`src/rtl/chm_mod.sv`:
```
// restoring remainder unit, one quotient bit per cycle
module chm_mod #(
  parameter int NUM_BITS = 31,
  parameter int DEN_BITS = 9
) (
  input  logic                clk,
  input  logic                rst,
  input  logic                go,
  input  logic [NUM_BITS-1:0] num,
  input  logic [DEN_BITS-1:0] den,
  output logic                done,
  output logic [DEN_BITS-1:0] rem
);

  localparam int CW = $clog2(NUM_BITS + 1);

  logic [NUM_BITS-1:0] shreg;
  logic [DEN_BITS:0]   part;
  logic [DEN_BITS-1:0] dreg;
  logic [CW-1:0]       left;
  logic                run;
  logic [DEN_BITS+1:0] trial;
  logic [DEN_BITS+1:0] diff;

  // shift in next numerator bit and try subtracting
  always_comb begin
    trial = {part, shreg[NUM_BITS-1]};
    diff  = trial - {2'b00, dreg};
  end

  always_ff @(posedge clk) begin
    if (rst) begin
      run  <= 1'b0;
      done <= 1'b0;
      left <= '0;
    end else begin
      done <= run && !go && (left == CW'(1));
      if (go) begin
        run   <= 1'b1;
        left  <= CW'(NUM_BITS);
        shreg <= num;
        part  <= '0;
        dreg  <= den;
      end else if (run) begin
        shreg <= shreg << 1;
        if (!diff[DEN_BITS+1]) part <= diff[DEN_BITS:0];
        else part <= trial[DEN_BITS:0];
        left <= left - CW'(1);
        if (left == CW'(1)) run <= 1'b0;
      end
    end
  end

  assign rem = part[DEN_BITS-1:0];

endmodule

```
`config.mk`:
```
export PLATFORM = sky130hd
export DESIGN_NAME = chm_mod
export DESIGN_NICKNAME = d
export VERILOG_FILES = /design/src/rtl/chm_mod.sv
export SDC_FILE = /design/constraint.sdc
export NUM_CORES = 1
export LEC_CHECK = 0
export BUFFER_PORTS_ARGS = -buffer_cell sky130_fd_sc_hd__buf_2
export CORE_ASPECT_RATIO = 1.5
export CORE_MARGIN = 10
export CORE_UTILIZATION = 55
export DETAILED_ROUTE_END_ITERATION = 7
export GPL_TIMING_DRIVEN = 0
export MAX_ROUTING_LAYER = met4
export PLACE_DENSITY = 0.79
export REMOVE_ABC_BUFFERS = 1
export SETUP_SLACK_MARGIN = 0.2
export SLEW_MARGIN = 0
export SYNTH_ARGS = -nofsm -noshare
export SYNTH_HDL_FRONTEND = slang
export SYNTH_SLANG_ARGS = --single-unit
```
`constraint.sdc`:
```
create_clock -name clk -period 4.21 [get_ports clk]
set_input_delay 1.0525 -clock clk [delete_from_list [all_inputs] [get_ports clk]]
set_output_delay 1.0525 -clock clk [all_outputs]
set_load 0.01 [all_outputs]
```
# ---- Word-level counts from Yosys, hierarchy flattened
# Index checks and enable logic that the tools add are counted.
dict set report word_totals {
  romBits 0
  ramBits 0
  output_inout_bits 10
  wordCells 25
  register_bits 57
  memories 0
  latchBits 0
}
dict set report op_classes {
  div 0
  n_mux 9
  add_sub_neg 2
  multipliers 0
  bitwise_logic 1
  reduce_logical 6
  n_eq_ne 1
  n_shift 0
  n_lt_le_gt_ge 0
}
# op count
set ops {}
lappend ops {{$mux 31} 2}
lappend ops {{$mux 10} 2}
lappend ops {{$sub 11x9->11} 1}
lappend ops {{$mux 5} 2}
lappend ops {{$eq 5x1->1 const B} 1}
lappend ops {{$sub 5x1->5 const B} 1}
lappend ops {{$reduce_and 2->1} 2}
lappend ops {{$mux 1} 3}
lappend ops {{$logic_and 1x1->1} 2}
lappend ops {{$reduce_bool 2->1} 1}
lappend ops {{$logic_not 1->1} 1}
lappend ops {{$not 1->1} 1}

# ---- Depth between registers and ports, before layout
dict set report depth {
  depth_word 4
  ltp_mapped 8
  mapped_depth_nobuf 8
}

# ---- Worst setup path after synthesis
# No wires, ideal clock.
dict set report synth_timing {
  kind {in2reg}
  start {input port go}
  end {register part[0] (enable)}
  path_buffers 2
  arrival_time_ns 3.397
  t_required_ns 3.770
  setup_time_ns 0.440
  stages 4
  slack_ns 0.373
  path_cell_list {clkbuf_1 -> clkbuf_1 -> nor2_1 -> nor2_1}
}
dict set report synth_between {
  elab_chain_len 2
}
# element line
set synth_lines {}
lappend synth_lines {{start, declared} 8} ;# input logic go,
lappend synth_lines {{$reduce_bool 2->1 (no line)} n/a}
lappend synth_lines {{$reduce_and 2->1 (no line)} n/a}
lappend synth_lines {{end signal, assigned} 46} ;# if (!diff[DEN_BITS+1]) part <= diff[DEN_BITS:0];
lappend synth_lines {{end signal, assigned} 47} ;# else part <= trial[DEN_BITS:0];
lappend synth_lines {{end, declared} 18} ;# logic [DEN_BITS:0] part;
# No other way between the ends.
# A chain may end at the register's enable or synchronous reset.

# ---- Worst setup path after layout
dict set report layout_timing {
  start {input port go}
  end {register dreg[4] (enable)}
}
dict set report layout_between {
  elab_chain_len 1
}
# element line
set layout_lines {}
lappend layout_lines {{$reduce_and 2->1 (no line)} n/a}
lappend layout_lines {{end signal, assigned} 43} ;# dreg <= den;
lappend layout_lines {{end, declared} 19} ;# logic [DEN_BITS-1:0] dreg;
# No other way between the ends.

==> impl_metrics.py <==
metrics = {
    "setup_path": {
        "worst_ep_required_time_ns": 4.17,
        "reg2reg_from": "part[4]$_SDFFCE_PP0P_",
        "r2r_cells": 6,
        "startpoint_type": "input port",
        "rrSetupSlack_ns": 1.78,
        "crit_type": "in2reg",
        "crit_path_end_kind": "flip-flop",
        "path_max_fanout": 43,
        "timing.rr.end": "part[6]$_SDFFCE_PP0P_",
        "worst_ep_arrival_time_ns": 2.94,
    },
    "routing": {
        "met2WireLength_um": 3130,
        "detailroute.wirelength.met3_um": 395,
        "route.final.wire_length_um": 5830,
        "dr.first_iter.drc_count": 177,
        "route.detailed.wl_per_inst_um": 16.5,
        "ant_nets": 0,
        "vias": 1961,
        "drt_drc_violations_left": 0,
        "drt_pre_antenna_iters": 4,
        "drt-vias-per-instance": 5.56,
        "top_metal_layer_carrying_routed_signals": "met4",
        "post_route_met1_wirelength_um": 2190,
    },
    "placement": {
        "buffer_ports.inserted": 52,
        "routabilityCongestion": 0.914,
        "place.detailed.hpwl_um": 4260,
        "place_inst": 337,
        "dpl_cell_area_mm2": 0.00324,
    },
    "sta": {
        "maxSlewHeadroom": 0.407,
        "maximum_clock_frequency_mhz": 335,
        "period_minus_slack_ns": 2.99,
        "fin_worst_skew_ns": 0.00719,
        "tightestPinTransition_ns": 0.889,
        "grt_setup_unrepaired": "no",
        "finalHoldViolations": 0,
        "fin_setup_tns_ns": 0,
        "min_period_over_period": 0.709,
        "slew_violations": 0,
        "finalSetupViolations": 0,
    },
    "clock_tree": {
        "number_of_buffers_inserted_during_clock_tree_synthesis": 9,
        "clock_transition_time_at_the_flip_flop_clock_pins_of_the_worst_setup_and_hold_paths_ns": 0.07,
        "clock_sink_count": 57,
        "number_of_gates_given_a_new_drive_strength_after_cts": 0,
        "max-clock-path-buffers": 2,
        "clock_latency_ns": 0.33,
        "cts_tree": "done",
        "postCtsSetupBuffers": 0,
        "cts-htree-levels": 3,
        "root_buffer_cell": "sky130_fd_sc_hd__clkbuf_8",
        "cts-hold-fix-buffers": 0,
    },
    "cells_and_area": {
        "instances_no_fill": 353,
        "final_design_area_no_fill_mm2": 0.00340,
        "fillers": 416,
        "antennaDiodeCount": 0,
        "area.sequential_mm2": 0.00164,
        "commonest_non_fill_non_tap_cell_in_the_layout": "sky130_fd_sc_hd__buf_2",
        "final_core_util": 0.653,
        "finalNetCount": 335,
        "mostFrequentLayoutCells": "52 x sky130_fd_sc_hd__buf_2, 50 x sky130_fd_sc_hd__edfxtp_1, 30 x sky130_fd_sc_hd__mux2_2",
        "area_occupied_by_multi_input_gates_mm2": 0.00117,
        "area_growth_pct": 14.4,
        "layout-drive-gt1-share": 0.375,
    },
    "synthesis": {
        "synth.area.mux_share": 0.117,
        "yosysSeqAreaShare": 0.553,
        "share_of_the_synthesized_area_in_compound_gates_ao_oa_aoi_oai": 0.118,
        "ys_async_sr_fraction": 0,
        "mappedNetlistArea_mm2": 0.00297,
        "synth_cell_type_count": 50,
        "synth_edf_count": 50,
        "largest_family_of_logic_cells_by_synthesized_area": "compound AO/OA/AOI/OAI gates",
        "synth-seq-cells": 57,
        "synthAdderAreaFrac": 0.0531,
        "synthCells": 234,
        "synth_simple_gate_area_share": 0.0822,
        "yosys.area_share.xor_xnor": 0.0206,
        "synth_top_cell_by_area": "sky130_fd_sc_hd__edfxtp_1",
        "ys.warnings.count": 0,
        "postSynth.topFlopCell": "sky130_fd_sc_hd__edfxtp_1",
        "netlist_top_cells_area": "sky130_fd_sc_hd__edfxtp_1 51%, sky130_fd_sc_hd__mux2_2 11%, sky130_fd_sc_hd__dfxtp_1 4.7%",
        "postSynthAreaPerCell_um2": 12.7,
        "synth_top_area_share": 0.506,
    },
    "pwr": {
        "power_density_mw_per_mm2": 404,
        "part_of_the_total_power_dissipated_in_sequential_elements": 0.506,
        "sw_frac_of_total": 0.271,
        "comb_pwr_share": 0.189,
        "cell_internal_pwr_uw": 1000,
        "pwr-share-clk": 0.306,
        "sw_pwr_uw": 372,
        "irDropWorstVdd_uv": 292,
        "static-leakage-power_uw": 0.00137,
    },
    "floorplan": {
        "die_height_um": 110,
        "dieWidth_um": 80.0,
        "placeableCoreArea_mm2": 0.00520,
        "die_area_mm2": 0.00880,
        "row_count": 32,
        "initial_util": 0.570,
        "pin_count": 53,
    },
    "global_route": {
        "aggregate_global_routing_overflow": 0,
        "grt_pass1_vias": 2079,
        "track_usage": 0.144,
        "grt_first_pass_wirelength_um": 9280,
        "grt_start_max_net_pins": 44,
        "number_of_antenna_violations_at_the_first_check_in_global_routing": 0,
    },
    "worst_hold_path": {
        "worst_min_delay_path_category": "reg2reg",
        "worstHoldEndpoint": "shreg[30]$_DFFE_PP_",
        "hold_path_depth": 1,
        "hp-start": "shreg[29]$_DFFE_PP_",
    },
    "outcome": {
        "outcome": "complete, no violations",
    },
    "job": {
        "maxCapViolCount": 0,
    },
}
cells in the mapped netlist, types with 2 or more instances:
| cell type | number |
|---|---|
| sky130_fd_sc_hd__edfxtp_1 | 50 |
| sky130_fd_sc_hd__mux2_2 | 30 |
| sky130_fd_sc_hd__inv_1 | 17 |
| sky130_fd_sc_hd__a21oi_1 | 12 |
| sky130_fd_sc_hd__ha_1 | 11 |
| sky130_fd_sc_hd__buf_4 | 9 |
| sky130_fd_sc_hd__nand2_1 | 9 |
| sky130_fd_sc_hd__nor2_1 | 9 |
| sky130_fd_sc_hd__o21ai_0 | 8 |
| sky130_fd_sc_hd__clkbuf_1 | 7 |
| sky130_fd_sc_hd__dfxtp_1 | 7 |
| sky130_fd_sc_hd__nand3_1 | 6 |
| sky130_fd_sc_hd__xnor2_1 | 4 |
| sky130_fd_sc_hd__and2_1 | 3 |
| sky130_fd_sc_hd__and3_1 | 3 |
| sky130_fd_sc_hd__o211a_1 | 3 |
| sky130_fd_sc_hd__o31ai_1 | 3 |
| sky130_fd_sc_hd__xor2_1 | 3 |
| sky130_fd_sc_hd__a21oi_2 | 2 |
| sky130_fd_sc_hd__a31o_2 | 2 |
| sky130_fd_sc_hd__a31oi_1 | 2 |
| sky130_fd_sc_hd__nand2b_1 | 2 |
| sky130_fd_sc_hd__nor3_1 | 2 |
| sky130_fd_sc_hd__o211ai_1 | 2 |
| sky130_fd_sc_hd__or3_1 | 2 |
| sky130_fd_sc_hd__or4_1 | 2 |
how the worst max path moves through the flow:
stage,depth (start not counted),end,start
4_1_cts,3,dreg[4]$_DFFE_PP_,go
2_1_floorplan,2,part[0]$_SDFFCE_PP0P_,go
3_5_place_dp,3,dreg[1]$_DFFE_PP_,go
5_1_grt,3,dreg[4]$_DFFE_PP_,go
6_report,3,dreg[4]$_DFFE_PP_,go
3_3_place_gp,3,shreg[28]$_DFFE_PP_,go
state kept, by name, indices dropped and copies added, names as in the netlist:
name   flops
part      10
done       1
left       5
shreg     31
dreg       9
run        1
per-layer routing:
metal / vias to the layer above / track usage
met1: 938 / 0.140
li1: 956 / -
met3: 8 / 0.0583
met5: - / -
met2: 59 / 0.236
met4: 0 / 0.0846
per-stage QoR:
stage          setup slack (ns)  hold slack, ns  total power (µW)
2_1_floorplan             0.928           0.525               879
3_3_place_gp             -0.675           0.529               952
3_5_place_dp              0.825           0.537               964
4_1_cts                    1.17           0.551              1390
5_1_grt                    1.01           0.564              1440
6_report                   1.22           0.550              1370
cell families after synthesis:
logic type	Yosys count
AOI/OAI and AO/OA	47
xor gates and xnor gates	7
adders and majority gates	12
buffers and inverters	35
DFF	57
muxes	31
and+or+nand+nor	45
layout make-up:
class / instances / share of cell area
Clock inverter: 4 / 0.00663
Inverter: 17 / 0.0188
Timing Repair Buffer: 53 / 0.0825
Tap cell: 68 / 0.0250
Multi-Input combinational cell: 142 / 0.344
Sequential cell: 57 / 0.483
Clock buffer: 12 / 0.0398
power by group through the flow:
| stage | sequential, µW | combinational [µW] | clock [µW] |
|---|---|---|---|
| floorplan | 705 | 175 | 0 |
| global placement | 706 | 246 | 0 |
| detailed placement | 705 | 259 | 0 |
| CTS | 693 | 260 | 433 |
| global route | 698 | 287 | 456 |
| finish | 693 | 259 | 419 |
critical path: stages:
cell and delay, ns:
sky130_fd_sc_hd__buf_2 0.67, sky130_fd_sc_hd__inv_1 0.48, sky130_fd_sc_hd__nor2_1 0.72
Note: power is estimated with default switching activity, not from simulation.
